## src/rtl/core/plns_pkg.sv

```systemverilog
`timescale 1ns / 1ps

package plns_pkg;

  // Field widths of the channels and the configuration register
  localparam int OPCODE_W = 2;
  localparam int COORD_W  = 6;
  localparam int SITE_W   = 16;
  localparam int REACH_W  = 4;
  localparam int RESULT_W = 32;
  localparam int LEN_W    = 7;

  // Span counters hold up to 2*reach
  localparam int SPAN_W = REACH_W + 1;

  // Defaults for the top level parameters
  localparam int MAX_SIDE_DEF   = 64;
  localparam int MAX_REACH_DEF  = 15;
  localparam int VALUE_BITS_DEF = 16;

  // Side length after reset
  localparam logic [LEN_W-1:0] SIDE_RESET = LEN_W'(64);

  // Command queue between front and back (power of two)
  localparam int QUEUE_DEPTH = 2;

  // Opcodes
  localparam logic [OPCODE_W-1:0] OP_FILL  = 2'd0;
  localparam logic [OPCODE_W-1:0] OP_WRITE = 2'd1;
  localparam logic [OPCODE_W-1:0] OP_READ  = 2'd2;
  localparam logic [OPCODE_W-1:0] OP_SUM   = 2'd3;

  // Classified command, reach already clamped
  typedef struct packed {
    logic [OPCODE_W-1:0] opcode;
    logic [COORD_W-1:0]  col;
    logic [COORD_W-1:0]  row;
    logic [SITE_W-1:0]   site_value;
    logic [REACH_W-1:0]  reach;
  } cmd_t;

endpackage

```

## src/rtl/core/plns_channels.sv

```systemverilog
`timescale 1ns / 1ps

// Input channel: one command per beat
interface plns_in_if;
  logic                                valid;
  logic                                ready;
  logic [plns_pkg::OPCODE_W-1:0]       opcode;
  logic [plns_pkg::COORD_W-1:0]        col;
  logic [plns_pkg::COORD_W-1:0]        row;
  logic signed [plns_pkg::SITE_W-1:0]  site_value;
  logic [plns_pkg::REACH_W-1:0]        reach;

  modport source (output valid, opcode, col, row, site_value, reach, input ready);
  modport sink   (input valid, opcode, col, row, site_value, reach, output ready);
endinterface


```

## src/rtl/core/plns_front.sv

```systemverilog
`timescale 1ns / 1ps

module plns_front #(
  parameter int MAX_REACH = plns_pkg::MAX_REACH_DEF
) (
  input  logic                       clk,
  input  logic                       rst_n,
  input  logic [plns_pkg::LEN_W-1:0] side_len,
  input  logic                       clearing,
  plns_in_if.sink                    in_ch,
  output logic                       q_push,
  output plns_pkg::cmd_t             q_cmd,
  input  logic                       q_full
);

  localparam int LW = plns_pkg::LEN_W;
  localparam logic [LW-1:0] REACH_CAP = LW'(MAX_REACH);

  logic                         stage_v_r;
  plns_pkg::cmd_t               stage_r;
  logic [LW-1:0]                len_m1;
  logic [LW-1:0]                reach_lim;
  logic [plns_pkg::REACH_W-1:0] reach_c;
  logic                         accept;

  // Reach limit: MAX_REACH and side length minus one
  always_comb begin
    len_m1    = side_len - LW'(1);
    reach_lim = (len_m1 < REACH_CAP) ? len_m1 : REACH_CAP;
    reach_c   = (LW'(in_ch.reach) > reach_lim) ? plns_pkg::REACH_W'(reach_lim) : in_ch.reach;
  end

  // Stage drains into the queue whenever it has room
  assign q_push      = stage_v_r && !q_full;
  assign q_cmd       = stage_r;
  assign in_ch.ready = (!stage_v_r || !q_full) && !clearing;
  assign accept      = in_ch.valid && in_ch.ready;

  always_ff @(posedge clk) begin
    if (!rst_n) begin
      stage_v_r <= 1'b0;
    end else if (accept) begin
      stage_v_r <= 1'b1;
    end else if (q_push) begin
      stage_v_r <= 1'b0;
    end
  end

  // Classified command, no reset needed
  always_ff @(posedge clk) begin
    if (accept) begin
      stage_r.opcode     <= in_ch.opcode;
      stage_r.col        <= in_ch.col;
      stage_r.row        <= in_ch.row;
      stage_r.site_value <= in_ch.site_value;
      stage_r.reach      <= reach_c;
    end
  end

endmodule

```

## src/flat_wrapper.sv

```systemverilog
// flat-port wrapper written by rule: the top's interface ports become plain ports
module plns_front_flat 
#(
  parameter int MAX_REACH = plns_pkg::MAX_REACH_DEF
)
  (clk, rst_n, side_len, clearing, q_push, q_cmd, q_full, in_ch_valid, in_ch_opcode, in_ch_col, in_ch_row, in_ch_site_value, in_ch_reach, in_ch_ready);
  plns_in_if in_ch_i ();
  input  logic clk;
  input  logic rst_n;
  input  logic [plns_pkg::LEN_W-1:0] side_len;
  input  logic clearing;
  output logic q_push;
  output plns_pkg::cmd_t q_cmd;
  input  logic q_full;
  input wire logic [$bits(in_ch_i.valid)-1:0] in_ch_valid;
  input wire logic [$bits(in_ch_i.opcode)-1:0] in_ch_opcode;
  input wire logic [$bits(in_ch_i.col)-1:0] in_ch_col;
  input wire logic [$bits(in_ch_i.row)-1:0] in_ch_row;
  input wire logic [$bits(in_ch_i.site_value)-1:0] in_ch_site_value;
  input wire logic [$bits(in_ch_i.reach)-1:0] in_ch_reach;
  output wire logic [$bits(in_ch_i.ready)-1:0] in_ch_ready;
  assign in_ch_i.valid = in_ch_valid;
  assign in_ch_i.opcode = in_ch_opcode;
  assign in_ch_i.col = in_ch_col;
  assign in_ch_i.row = in_ch_row;
  assign in_ch_i.site_value = in_ch_site_value;
  assign in_ch_i.reach = in_ch_reach;
  assign in_ch_ready = in_ch_i.ready;
  plns_front #(.MAX_REACH(MAX_REACH)) u_core (.clk(clk), .rst_n(rst_n), .side_len(side_len), .clearing(clearing), .in_ch(in_ch_i), .q_push(q_push), .q_cmd(q_cmd), .q_full(q_full));
endmodule
```

## config.mk

```make
export PLATFORM = sky130hd
export DESIGN_NAME = plns_front_flat
export DESIGN_NICKNAME = d
export VERILOG_FILES = /design/src/rtl/core/plns_pkg.sv /design/src/rtl/core/plns_channels.sv /design/src/rtl/core/plns_front.sv /design/src/flat_wrapper.sv
export SDC_FILE = /design/constraint.sdc
export NUM_CORES = 1
export LEC_CHECK = 0
export BUFFER_PORTS_ARGS = -buffer_cell sky130_fd_sc_hd__buf_2
export CAP_MARGIN = 40
export CORE_UTILIZATION = 42
export DETAILED_ROUTE_END_ITERATION = 10
export PLACE_DENSITY_LB_ADDON = 0.1
export SYNTH_ARGS = -nofsm -noshare
export SYNTH_HDL_FRONTEND = slang
export SYNTH_SLANG_ARGS = --single-unit
```

## constraint.sdc

```tcl
create_clock -name clk -period 3.1 [get_ports clk]
set_clock_uncertainty 0.15 [all_clocks]
set_input_delay 0 -clock clk [delete_from_list [all_inputs] [get_ports clk]]
set_output_delay 0 -clock clk [all_outputs]
set_load 0.005 [all_outputs]
```

After elaboration in Yosys (flattened, before gate mapping)
Index checks and enable logic that the tools add are counted.
Word-level totals
  register bits: 35
  latch bits: 0
  bits in writable memories: 0
  memory bits (read-only): 0
  input port bits: 46
  logic and storage cells: 21
  memories kept: 0
Operators by class
  $add $sub $neg: 1
  $mul: 0
  div/mod/pow operators: 0
  $lt $le $gt $ge: 2
  eq/ne operators: 0
  shift operators: 0
  muxes and demuxes: 4
  bitwise logic cells: 0
  reductions and logical operators: 8
Operators by type and width (number)
  $gt 4x7->1: 1
  $lt 7x4->1 const B: 1
  $mux 7: 1
  $sub 7x1->7 const B: 1
  $mux 4: 1
  $logic_and 1x1->1: 3
  $logic_not 1->1: 3
  $mux 1: 2
  $reduce_bool 2->1: 1
  $logic_or 1x1->1: 1

Longest topological paths before layout
  depth after elaboration: 5
  gate-level depth with buffers: 12
  mapped depth without buffers: 12

Least setup slack after synthesis
OpenSTA, ideal clock, no wires.
  kind: input port to flip-flop
  from: in side_len[0] in the netlist's numbering
  to: reg u_core.stage_r (netlist bit u_core.q_cmd[0]), data pin
  data arrival time: 1.986 ns
  data required time: 2.690 ns
  path slack: 0.703 ns
  stages on the path: 12
  path buffers: 0
  cell sequence: inv_1 -> ha_1 -> inv_1 -> o31ai_1 -> and4_2 -> and2_1 -> ha_1 -> nand2b_1 -> a21oi_1 -> o22ai_1 -> mux2i_4 -> mux2_4
On the way
  longest elaborated chain between the ends: 5
Ends and longest elaborated chain
  start: declaration: RTL line flat_wrapper.sv:10  | input logic [plns_pkg::LEN_W-1:0] side_len;
  $sub 7x1->7 (*): RTL line plns_front.sv:28  | len_m1 = side_len - LW'(1);
  $lt 7x4->1: RTL line plns_front.sv:29  | reach_lim = (len_m1 < REACH_CAP) ? len_m1 : REACH_CAP;
  $mux 7 (*): RTL line plns_front.sv:29
  $gt 4x7->1: RTL line plns_front.sv:30  | reach_c = (LW'(in_ch.reach) > reach_lim) ? plns_pkg::REACH_W'(reach_lim) : in_ch.reach;
  $mux 4 (*): RTL line plns_front.sv:30
  net u_core.reach_c (one bit): RTL line plns_front.sv:23  | logic [plns_pkg::REACH_W-1:0] reach_c;
  end: declaration: RTL line plns_front.sv:20  | plns_pkg::cmd_t stage_r;
Mark *: on every way through the listed nets, which the timed path passes. The rest lies on a longest branch.
A chain may end at the register's enable or synchronous reset.

Worst setup path after layout
Ends and elaborated chain as after synthesis.

==> metrics.md <==
| Metric | Value |
|---|---|
| Placed instance area | `1880 µm²` |
| Worst-Skew Late Latency | `0.31 ns` |
| Synthesized instance count | `86` |
| Fin. Hold Viols | `0` |
| Critical-path top delay cell | `dlygate4sd3_1` |
| Root Driver | `clkbuf_4` |
| Fmax | `347 MHz` |
| Post-route DRC violation count | `0` |
| Die footprint | `3560 µm²` |
| Sw Pwr | `193 µW` |
| Leakage | `0.993 nW` |
| Pre-antenna DRT Iters | `4` |
| Post-synthesis register bit count | `35` |
| Max Cap Violations | `0` |
| Syn nets | `136` |
| Routed len/inst | `12.5 µm` |
| Crit share post-route | `92.8%` |
| Sink Count | `35` |
| Max-slew violations | `0` |
| Post-synth EDFFs | `34` |
| Multiplexer area fraction after synthesis | `4.12%` |
| Min-delay worst type | `in2reg` |
| Register share of total power | `60.6%` |
| CP Data Required Time | `3.02 ns` |
| Worst path cell trace | `buf_2, inv_1, ha_1, inv_1, o31ai_2, and4_2, and2_1, ha_1, nand2b_1, a21oi_1, o22ai_1, mux2i_4, mux2_4, dlygate4sd3_1` |
| Largest net degree at the start of global routing | `21` |
| P per Cell Area | `393 nW/µm²` |
| P_int | `712 µW` |
| Vias per Instance | `4.63` |
| Final wirelength | `3.21 mm` |
| Num CTS Buffers | `5` |
| Critical path class | `in2reg` |
| Prevailing post-synth register cell | `edfxtp_1` |
| Global-route wire length before repair | `4.75 mm` |
| Tot GR Track Use | `18.8%` |
| Outcome | `completed` |
| Core area | `3100 µm²` |
| Async set or reset register ratio after synthesis | `0%` |
| CTS tree | `yes` |
| Crit-path max cell delay | `0.55 ns` |
| Area fraction in compound gates after synthesis | `6.90%` |
| Crit start category | `input port` |
| Number of global-route vias before repair | `1123` |
| Xor-xnor portion of the synthesized cell area | `1.25%` |
| Row cnt | `20` |
| Io pins | `82` |
| Fillers | `230` |
| Min Tclk post-route | `2.88 ns` |
| Adder-cell share of the synthesized area | `3.58%` |
| Starting Density | `45.0%` |
| Largest family of logic cells by synthesized area | `simple AND/OR/NAND/NOR gates` |
| Worst slew pin tran | `0.803 ns` |
| Avg Synthesized Cell Area | `16.2 µm²` |
| Antenna Cells | `0` |
| Sequential cell area fraction in the yosys report | `74.6%` |
| Via count | `1189` |
| Final worst setup slack | `0.222 ns` |
| Crit path capture type | `register` |
| Post-DRT Antenna Nets | `0` |
| Clock power share | `23.5%` |
| Clock Tree Buf Depth | `2` |
| Final GP Congestion | `0.711` |
| Final instance area | `2300 µm²` |
| DP Worst Slack | `0.366 ns` |
| Crit path DAT | `2.80 ns` |
| Setup Fix Bufs, Post-CTS | `0` |
| RSZ-0062 raised after global routing | `false` |
| Initial DRC Count | `32` |
| Synth warn | `0` |
| Worst vdd ir | `0.000177 V` |
| Layout cells sized above 1 | `43.7%` |
| Overflow after GRT | `0` |
| H-tree depth | `2` |
| Finish-stage setup viols | `0` |
| Synth Cell Area | `1400 µm²` |
| Fin Setup TNS | `0 ns` |
| Count of input and output buffers | `81` |
| Hpwl dp | `2.00 mm` |
| CTS clk-pin slew, worst paths | `0.09 ns` |
| Sw frac | `21.3%` |
| Worst-path maximum fanout | `5` |
| Initial antenna violation count | `0` |
| Final Net Count | `262` |
| Rel. slew slack | `46.5%` |
| Area Overhead vs Synth | `64.8%` |
| Post-synthesis simple-gate area fraction | `7.44%` |
| Die span in y | `59.7 µm` |
| Combinational power share | `15.9%` |
| Unique masters post-synth | `27` |
| Die X | `59.7 µm` |
[cells in the mapped netlist, types with 2 or more instances]
cell type,n,area share (%)
mux2i_1,2,1.4
edfxtp_1,34,73
inv_1,7,1.9
and2_1,3,1.3
nand2_1,3,0.81
nor2b_1,2,0.90
o21ai_0,3,1.1
nor2_1,2,0.54
nor3_1,3,1.1
nand3_1,2,0.72
a21oi_1,6,2.2
ha_1,4,3.6
[worst max-delay path: cells and delay by family]
kind	cells	cell delay [ns]
buffers and inverters	4	0.81
AND/OR/NAND/NOR	3	0.50
adder cells (fa/ha/maj)	2	0.54
multiplexers	2	0.52
AO/OA/AOI/OAI	3	0.43
[state kept, by name, indices dropped and copies added, names as in the netlist]
name              count
u_core.q_cmd         34
u_core.stage_v_r      1
[layout by cell type (no fill, tap or decap), types with 2 or more instances in the layout]
cell type	instances
nand2_1	3
nand3_1	2
nor3_1	3
o21ai_0	3
and2_1	3
clkbuf_4	5
dlygate4sd3_1	37
inv_1	7
nor2b_1	2
buf_2	81
mux2i_1	2
clkinv_1	3
a21oi_1	6
nor2_1	2
edfxtp_1	34
ha_1	4
[metrics by stage]
step / utilization (%) / cells / hold WS, ns / power [mW]
after floorplan: - / 86 / -0.120 / 0.603
after global placement: 60.5 / 212 / 0.0260 / 0.661
after detailed placement: 60.5 / 212 / 0.0288 / 0.663
after CTS: 74.0 / 257 / 0.0333 / 0.914
after global routing: 74.2 / 257 / 0.0897 / 0.946
final: 74.2 / 257 / 0.0485 / 0.905
[logic make-up after synthesis]
family	after synthesis
DFF	35
and+or+nand+nor	18
AOI/OAI and AO/OA	15
buffers and inverters	8
muxes	4
adders and majority gates	4
xor gates and xnor gates	2
[area by class of cell]
type,instances,area [µm²],share of cell area [%]
timing repair buffer,119,796,34.6
clock inverter,2,7.51,0.326
sequential,35,1040,45.2
tap,44,55.1,2.39
clock buffer,6,41.3,1.79
multi-input combinational,43,330,14.4
inverter,8,30.0,1.31
[repair_timing]
item / in CTS / in global routing
endpoints found under the setup margin: 0 / 1
gates resized for setup: 0 / 1
hold buffers: 37 / 0
hold endpoints to repair: 35 / 0
[path summary, 6_finish.rpt]
check	slack (ns)	startpoint	cells past startpoint	endpoint
min	0.05	side_len[6]	5	u_core.q_cmd[2]
min reg2reg	0.95	u_core.stage_v_r	3	u_core.stage_v_r
max	0.22	side_len[0]	14	u_core.q_cmd[0]
max reg2reg	0.77	u_core.stage_v_r	6	u_core.stage_v_r
[power by group through the flow]
stage | clock network, mW | logic [mW] | registers (mW)
floorplan | 0 | 0.0395 | 0.563
global placement | 0 | 0.102 | 0.558
detailed placement | 0 | 0.105 | 0.559
CTS | 0.224 | 0.142 | 0.548
global route | 0.238 | 0.158 | 0.550
finish | 0.212 | 0.144 | 0.548
[metal layers]
layer,GRT usage [%],up-vias,part of all wire (%)
met2,37.1,57,58
met5,0,-,0
met3,6.06,2,6.8
li1,-,578,-
met4,7.97,0,0.50
met1,17.2,552,35
(Power assumes the default switching activity.)
