$ cat src/rtl/core/plns_pkg.sv
`timescale 1ns / 1ps

package plns_pkg;

  // Field widths of the channels and the configuration register
  localparam int OPCODE_W = 2;
  localparam int COORD_W  = 6;
  localparam int SITE_W   = 16;
  localparam int REACH_W  = 4;
  localparam int RESULT_W = 32;
  localparam int LEN_W    = 7;

  // Span counters hold up to 2*reach
  localparam int SPAN_W = REACH_W + 1;

  // Defaults for the top level parameters
  localparam int MAX_SIDE_DEF   = 64;
  localparam int MAX_REACH_DEF  = 15;
  localparam int VALUE_BITS_DEF = 16;

  // Side length after reset
  localparam logic [LEN_W-1:0] SIDE_RESET = LEN_W'(64);

  // Command queue between front and back (power of two)
  localparam int QUEUE_DEPTH = 2;

  // Opcodes
  localparam logic [OPCODE_W-1:0] OP_FILL  = 2'd0;
  localparam logic [OPCODE_W-1:0] OP_WRITE = 2'd1;
  localparam logic [OPCODE_W-1:0] OP_READ  = 2'd2;
  localparam logic [OPCODE_W-1:0] OP_SUM   = 2'd3;

  // Classified command, reach already clamped
  typedef struct packed {
    logic [OPCODE_W-1:0] opcode;
    logic [COORD_W-1:0]  col;
    logic [COORD_W-1:0]  row;
    logic [SITE_W-1:0]   site_value;
    logic [REACH_W-1:0]  reach;
  } cmd_t;

endpackage

$ cat src/rtl/core/plns_queue.sv
`timescale 1ns / 1ps

module plns_queue (
  input  logic           clk,
  input  logic           rst_n,
  input  logic           push,
  input  plns_pkg::cmd_t push_cmd,
  output logic           full,
  input  logic           pop,
  output logic           empty,
  output plns_pkg::cmd_t head
);

  localparam int PW = $clog2(plns_pkg::QUEUE_DEPTH);
  localparam int CW = $clog2(plns_pkg::QUEUE_DEPTH + 1);

  plns_pkg::cmd_t entries_r [plns_pkg::QUEUE_DEPTH];
  logic [PW-1:0]  wr_ptr_r;
  logic [PW-1:0]  rd_ptr_r;
  logic [CW-1:0]  count_r;

  assign full  = (count_r == CW'(plns_pkg::QUEUE_DEPTH));
  assign empty = (count_r == '0);
  assign head  = entries_r[rd_ptr_r];

  // Pointers and fill level
  always_ff @(posedge clk) begin
    if (!rst_n) begin
      wr_ptr_r <= '0;
      rd_ptr_r <= '0;
      count_r  <= '0;
    end else begin
      if (push) wr_ptr_r <= wr_ptr_r + PW'(1);
      if (pop)  rd_ptr_r <= rd_ptr_r + PW'(1);
      count_r <= count_r + CW'(push) - CW'(pop);
    end
  end

  // Entry storage
  always_ff @(posedge clk) begin
    if (push) entries_r[wr_ptr_r] <= push_cmd;
  end

endmodule

$ cat config.mk
export PLATFORM = sky130hd
export DESIGN_NAME = plns_queue
export DESIGN_NICKNAME = d
export VERILOG_FILES = /design/src/rtl/core/plns_pkg.sv /design/src/rtl/core/plns_queue.sv
export SDC_FILE = /design/constraint.sdc
export NUM_CORES = 1
export LEC_CHECK = 0
export ABC_CLOCK_PERIOD_IN_PS = 2770
export BUFFER_PORTS_ARGS = -buffer_cell sky130_fd_sc_hd__buf_2
export CORE_MARGIN = 1
export CORE_UTILIZATION = 52
export CTS_BUF_LIST = sky130_fd_sc_hd__clkbuf_8 sky130_fd_sc_hd__clkbuf_16
export DETAILED_ROUTE_END_ITERATION = 8
export HOLD_SLACK_MARGIN = 0.02
export PLACE_DENSITY = 0.86
export SYNTH_ARGS = -nofsm -noshare
export SYNTH_HDL_FRONTEND = slang
export SYNTH_SLANG_ARGS = --single-unit
$ cat constraint.sdc
create_clock -name clk -period 2.77 [get_ports clk]
set_input_delay 0.277 -clock clk [delete_from_list [all_inputs] [get_ports clk]]
set_output_delay 0.277 -clock clk [all_outputs]
set_load 0.01 [all_outputs]
## Word level (Yosys, flattened, before mapping)

Memory sizes are Yosys's and may differ from the RTL's. A register that Yosys moved wholly into a read port is not among the register bits.
Cells that the tools add are included.

- Bits in registers: 4
- Word-level logic and storage cells: 14
- Bits in latches: 0
- RAM bits: 68
- Memories: 1
- Output and inout bits: 36
- Memory bits (read-only): 0
- Input port bits: 38

Memory list:

| memory | words | width | read ports | clocked after Yosys merged registers in | wr ports | line | RTL |
|---|---|---|---|---|---|---|---|
| entries_r | 2 | 34 | 1 | 1 | 1 | plns_queue.sv:17 | `plns_pkg::cmd_t entries_r [plns_pkg::QUEUE_DEPTH];` |

- Mux-type cells: 4
- Add/subtract/negate cells: 4
- Equality and inequality tests: 1
- Magnitude comparators: 0
- $mul: 0
- Reduce and logical (&&, ||, !) cells: 1
- Divide/modulo/power cells: 0
- Shifts and indexed selects: 0
- Bitwise logic cells: 0

Operators with widths:

| kind | number |
|---|---|
| 1-bit two-way mux | 4 |
| 1-bit adder, second input constant | 2 |
| 2-bit by 1-bit adder with 2-bit output | 1 |
| 2-bit equality test, second input constant | 1 |
| 2-bit zero test | 1 |
| 2-bit by 1-bit subtractor with 2-bit output | 1 |

## Depth between registers and ports, before layout

Gate-level depths: netlist of run 1.

- Word-level depth: 3
- Mapped depth: 6
- Depth with buffers taken out: 6

## Worst setup path after synthesis of run 1

OpenSTA, ideal clock, no wires.

- Kind: register -> register
- Start: register wr_ptr_r
- End: memory entries_r[0][0] (netlist bit) (enable)
- Data required time: 2.340 ns
- Slack: 0.476 ns
- Setup time: 0.430 ns
- Arrival: 1.864 ns
- Period minus slack after synthesis: 2.294 ns
- Cell stages (with the launch flop): 2
- Buffers on the path: 0
- Path through: dfxtp_1 > nor2b_1

RTL lines:

| what | line | RTL |
|---|---|---|
| start, declared | plns_queue.sv:18 | `logic [PW-1:0] wr_ptr_r;` |
| start signal, assigned | plns_queue.sv:33 | `if (push) wr_ptr_r <= wr_ptr_r + PW'(1);` |
| end, declared | plns_queue.sv:17 |  |

Straight into the memory's write port.

==> flow_metrics.tcl, run 1 <==
set metrics [dict create \
    outcome "finished clean" \
    numCtsBuffers 9 \
    rr_worst_depth 2 \
    path_clk_slew_ns 0.07 \
    fin_area_mm2 0.00344 \
    num_vias 1383 \
    crit_chain "buf_4, mux2_4, buf_2" \
    grt_pass1_vias 1292 \
    ant_nets 0 \
    hold_path_startpoint "push_cmd[32]" \
    drive_above_1_share 0.588 \
    tns_ns 0 \
    start_util 0.548 \
    start_kind "flop" \
    p_leak_uw 0.00140 \
    met2_usage 0.253 \
    hold_viol 0 \
    rows 26 \
    max_freq_mhz 514 \
    area_delta_synth_final_pct 21.4 \
    cts_tree "built" \
    wl_per_cell_um 14.9 \
    r2r_slack_ns 1.20 \
    synthTopCellsByArea "edfxtp_1 (72%), mux2_4 (16%), dfxtp_1 (3.5%)" \
    path_class "reg2out" \
    numPortBuffers 73 \
    cts.htree.levels 3 \
    cts_setup_buffers 0 \
    synth_top_area_frac 0.721 \
    path_delay_family "flip-flops" \
    rsz0062_at_grt "no" \
    die_h_um 75.8 \
    dpl.hpwl_um 2920 \
    ys_ff_latch 73 \
    grt.busiest_layer "met2" \
    globalplace.congestion 0.776 \
    ys_seq_area_frac 0.756 \
    grt_max_degree 23 \
    min_path_cells 1 \
    synth_fp_nets 167 \
    fin_nets 251 \
    die_w_um 75.8 \
    coreArea_mm2 0.00517 \
    cp.required_ns 2.49 \
    ys_types 14 \
    peakVddDrop_v 0.000421 \
    synth_area_mm2 0.00283 \
    max_slew_margin 0.524 \
    tightest_slew_ns 0.714 \
    antenna_found_initial 0 \
    p_total_uw 2310 \
    netlist_instances 127 \
    drc 0 \
    dpl_cell_area_mm2 0.00327 \
    drv_slew 0 \
    setup_violations 0 \
    skew_ns 0.00746 \
    yosysWarningCount 0 \
    arrival_ns 1.67 \
    cts_sinks 73 \
    cts_root_buf "clkbuf_8" \
    ios 74 \
    maxCapViolations 0 \
    layout.filler_cells 364 \
    slowest_delay_ns 0.55 \
    drt_wl_total_um 4270 \
    design.die.area_mm2 0.00575 \
    power-per-cell-area_mw_per_mm2 671 \
    grt_usage 0.159 \
    yosys.area.top_type "edfxtp_1" \
    crit_fanout 13 \
    clockBufferDepth 2 \
    crit_slowest_cell "dfxtp_2" \
    first_pass_iters 4 \
    path_buf_inv 2 \
    grt_overflow 0 \
    hp-class "in2reg" \
    grt_pass1_wl_um 6120 \
    fin_crit_ns 1.95 \
    hold_end "entries_r[0][32]" \
    final_util 0.665 \
    period_share 0.702 \
    diodes 0 \
    crit_path_end_kind "primary output" \
    clkLatencyLatePin_ns 0.33 \
    routed_via_density 4.84 \
    drtIter0Drc 69 \
    multi_input_area_um2 621 \
    worst-path-stages 3 \
    post_cts_resized 0 \
    r2r-end "entries_r[1][21]" \
    cts_hold_buf 0 \
    grt_util_met3 0.0450 \
    syn_area_per_cell_um2 22.3 \
    regArea_mm2 0.00214 \
    r2r_start "wr_ptr_r" \
    use_met1 0.184 \
]
routing by layer:
layer,up-vias,wire [um]
met5,-,0
met4,0,125
met3,10,226
met2,51,2210
met1,665,1710
li1,657,-
how the worst max path moves through the flow:
stage	startpoint	to	slack [ns]
after floorplan	wr_ptr_r	entries_r[0][0]	0.48
after global placement	flop	head[5]	1.16
after detailed placement	flop	head[33]	1.16
after CTS	flop	head[10]	0.78
after global routing	flop	head[2]	0.73
final	flop	head[14]	0.82
state kept, by name, summed over array words and instances, names as in the netlist, named ones only:
name / count
count_r: 2
wr_ptr_r: 1
rd_ptr_r: 1
entries_r: 68
where the power goes:
part / switching [uW] / leakage [uW] / internal (uW)
sequential: 27.2 / 0.000680 / 1270
clock: 348 / 0.000101 / 363
combinational: 131 / 0.000622 / 167
worst register-to-register path, stage by stage, from the launching register on:
cell	delay, ns
dfxtp_1	0.39
and2_1	0.62
buf_12	0.26
kinds of logic (layout without fill, tap and decap cells):
family,Yosys count,count (layout),share of synthesized area
and+or+nand+nor,9,9,0.0190
buffers and inverters,6,95,0.0278
adders and majority gates,2,2,0.00883
muxes,34,34,0.175
xor gates and xnor gates,2,2,0.0110
AOI/OAI and AO/OA,1,1,0.00265
DFF,73,73,0.756
through the flow:
step | worst slack (ns) | cells | hold slack (ns)
6_report | 0.825 | 286 | 0.135
5_1_grt | 0.726 | 286 | 0.110
4_1_cts | 0.783 | 286 | 0.115
3_5_place_dp | 1.16 | 270 | 0.469
3_3_place_gp | 1.16 | 270 | 0.464
2_1_floorplan | 0.476 | 127 | 0.376
cells in the mapped netlist:
cell type,count
nor2b_1,4
o21a_1,1
mux2_4,30
xnor3_1,1
buf_6,1
edfxtp_1,68
xor2_1,1
and2_1,4
dfxtp_1,5
inv_1,2
mux2_2,4
nor2_1,1
ha_1,2
buf_12,3
final cells by class:
type,instances,share of cell area
Clock buffer,11,0.0440
Clock inverter,5,0.00655
Timing Repair Buffer,77,0.119
Multi-Input combinational cell,48,0.180
Inverter,2,0.00218
Tap cell,70,0.0255
Sequential cell,73,0.623
cell usage in the layout (no fill, tap or decap), drive strengths merged:
cell	netlist	layout
ha	2	2
dfxtp	5	5
edfxtp	68	68
clkbuf	0	11
nor2	1	1
and2	4	4
buf	4	77
clkinv	0	3
nor2b	4	4
xnor3	1	1
xor2	1	1
mux2	34	34
inv	2	4
o21a	1	1
Note: power is estimated with default switching activity, not from simulation.
==> run 2: changes to the inputs <==
Settings changed: ABC_AREA set to 1, ABC_CLOCK_PERIOD_IN_PS 2770 to 1600, CORE_UTILIZATION 52 to 47, PLACE_DENSITY 0.86 to 0.82.
Clock period 2.77 ns to 1.6 ns, I/O delays scaled along.
==> run 2 against run 1 <==
Against the previous run: routed wire length up 12%; die area grew 10%; highest routed layer unchanged; count of clock-buffer cells in the layout stayed put; flip-flop and latch count stayed put; critical path depth stayed put; critical endpoint is now head[30]; global-route usage grew 0.70 points; utilization grew 1.1 points; worst setup slack lost 0.78 ns; sequential share of layout area is 6.1 points lower; clock power is 73% higher.
==> flow_metrics.tcl, run 2 <==
set metrics [dict create \
    tightest_slew_ns 0.308 \
    slowest_delay_ns 0.36 \
    ys_types 12 \
    place_inst 286 \
    setup.worst_path.end "head[30]" \
    crit_slowest_cell "dfxtp_2" \
    rsz0062_at_grt "no" \
    top_register "entries_r" \
    final_cell_mix "buf_2 (73), edfxtp_1 (68), dlygate4sd3_1 (34)" \
    largest_reg_flops 68 \
    r2r_start "count_r[0]" \
    numPortBuffers 73 \
    cp.required_ns 1.44 \
    final_common_cell "buf_2" \
    reg_top3 "entries_r (68), count_r (2)" \
    final_cells 336 \
    worst-path-stages 3 \
    ys_seq_area_frac 0.756 \
    path_class "reg2out" \
    first_pass_iters 4 \
    p_leak_uw 0.00158 \
    maxCapViolations 0 \
    grt_overflow 0 \
    num_vias 1529 \
    r2r_slack_ns 0.25 \
    yosysWarningCount 0 \
    outcome "finished clean" \
    wl_per_cell_um 14.3 \
    rows 27 \
    arrival_ns 1.40 \
    synth_fp_nets 179 \
    p_total_uw 4010 \
    cts_tree "built" \
    setup_violations 0 \
    start_kind "flop" \
    tns_ns 0 \
    grt_pass1_vias 1618 \
    grt_usage 0.166 \
    synthTopCellsByArea "edfxtp_1 (72%), mux2_4 (16%), dfxtp_1 (3.5%)" \
    fin_nets 299 \
    synth_ff_type "edfxtp_1" \
    peakVddDrop_v 0.000602 \
    globalplace.congestion 0.662 \
    synth_top_area_frac 0.721 \
    power-per-cell-area_mw_per_mm2 1050 \
    ys_ff_latch 73 \
    cts_sinks 73 \
    path_delay_family "flip-flops" \
    path_buf_inv 2 \
    hp-class "in2reg" \
    clockBufferDepth 2 \
    syn_area_per_cell_um2 20.4 \
    cts.htree.levels 3 \
    routed_via_density 4.55 \
    synth_area_mm2 0.00283 \
    area_delta_synth_final_pct 34.7 \
    fin_crit_ns 1.56 \
    netlist_instances 139 \
    drive_above_1_share 0.485 \
    die_h_um 79.7 \
    synth_common_cells "edfxtp_1 (68), mux2_4 (30), nor2_1 (9)" \
    antenna_found_initial 0 \
    design.die.area_mm2 0.00634 \
    crit_fanout 23 \
    min_path_cells 3 \
    synth.most_common_cell "edfxtp_1" \
    drt_wl_total_um 4790 \
    diodes 0 \
    coreArea_mm2 0.00564 \
    synth_edf_count 68 \
    cts_root_buf "clkbuf_8" \
    yosys.area.top_type "edfxtp_1" \
    drtIter0Drc 50 \
    die_w_um 79.7 \
    ant_nets 0 \
    crit_path_end_kind "primary output" \
    ios 74 \
    crit_chain "buf_12, mux2_2, buf_2" \
    period_share 0.974 \
    clkLatencyLatePin_ns 0.33 \
    max_freq_mhz 641 \
    path_clk_slew_ns 0.07 \
    drv_slew 0 \
    numCtsBuffers 9 \
    r2r-end "count_r[1]" \
    start_util 0.502 \
    grt_max_degree 26 \
    grt_pass1_wl_um 7470 \
    hold_viol 0 \
    max_slew_margin 0.795 \
    rr_worst_depth 8 \
    dpl.hpwl_um 3100 \
    drc 0 \
    skew_ns 0.00554 \
    async_flop_share 0 \
]
-- run 2: cell type report --
class	instances	area [um2]
sequential	73	2140
fill	383	1830
timing repair buffer	113	779
multi-input combinational	55	602
clock buffer	11	151
tap	72	90.1
inverter	7	26.3
clock inverter	5	23.8
-- run 2: what timing repair did --
action                                 CTS  global route
endpoints found under the hold margin   67             0
gates resized for setup                  0             1
hold buffers                            34             0
setup endpoints to repair                0             1
buffers inserted                         0             0
-- run 2: stage by stage --
step | area (um2) | setup WS [ns] | hold WS [ns] | utilization
floorplan | 2840 | 0.0820 | 0.253 | -
global placement | 3300 | 0.391 | 0.348 | 0.584
detailed placement | 3300 | 0.250 | 0.351 | 0.584
CTS | 3810 | 0.0240 | 0.0497 | 0.676
global route | 3820 | 0.00337 | 0.0770 | 0.676
finish | 3820 | 0.0410 | 0.0701 | 0.676
-- run 2: power breakdown --
| group | leakage (uW) | switching [uW] | total (uW) | internal, uW |
|---|---|---|---|---|
| registers | 0.000680 | 32.7 | 2240 | 2200 |
| clock network | 0.0000991 | 602 | 1230 | 628 |
| logic | 0.000805 | 243 | 544 | 301 |
-- run 2: worst min-delay path by stage --
stage                           start               to  slack (ns)
after floorplan                 rst_n       count_r[0]        0.25
after global placement    push_cmd[6]  entries_r[0][6]        0.35
after detailed placement  push_cmd[2]  entries_r[0][2]        0.35
after CTS                       rst_n       count_r[0]        0.05
after global routing            rst_n       count_r[0]        0.08
final                           rst_n       count_r[0]        0.07
-- run 2: cell families after synthesis --
logic type | count (synthesis) | share of synthesized area
flops | 73 | 0.756
mux | 34 | 0.175
simple gates | 18 | 0.0243
buf+inv | 11 | 0.0344
fa+ha+maj | 2 | 0.00883
compound gates | 1 | 0.00176
-- run 2: routing by layer --
metal	GRT usage	share of wire	up-vias
li1	-	-	759
met3	0.0331	0.037	6
met5	0	0	-
met1	0.181	0.40	721
met2	0.300	0.55	43
met4	0.0873	0.011	0
-- run 2: worst min-delay path: stages --
cell and delay [ns]:
buf_2 0.12, nand2_1 0.05, inv_1 0.04
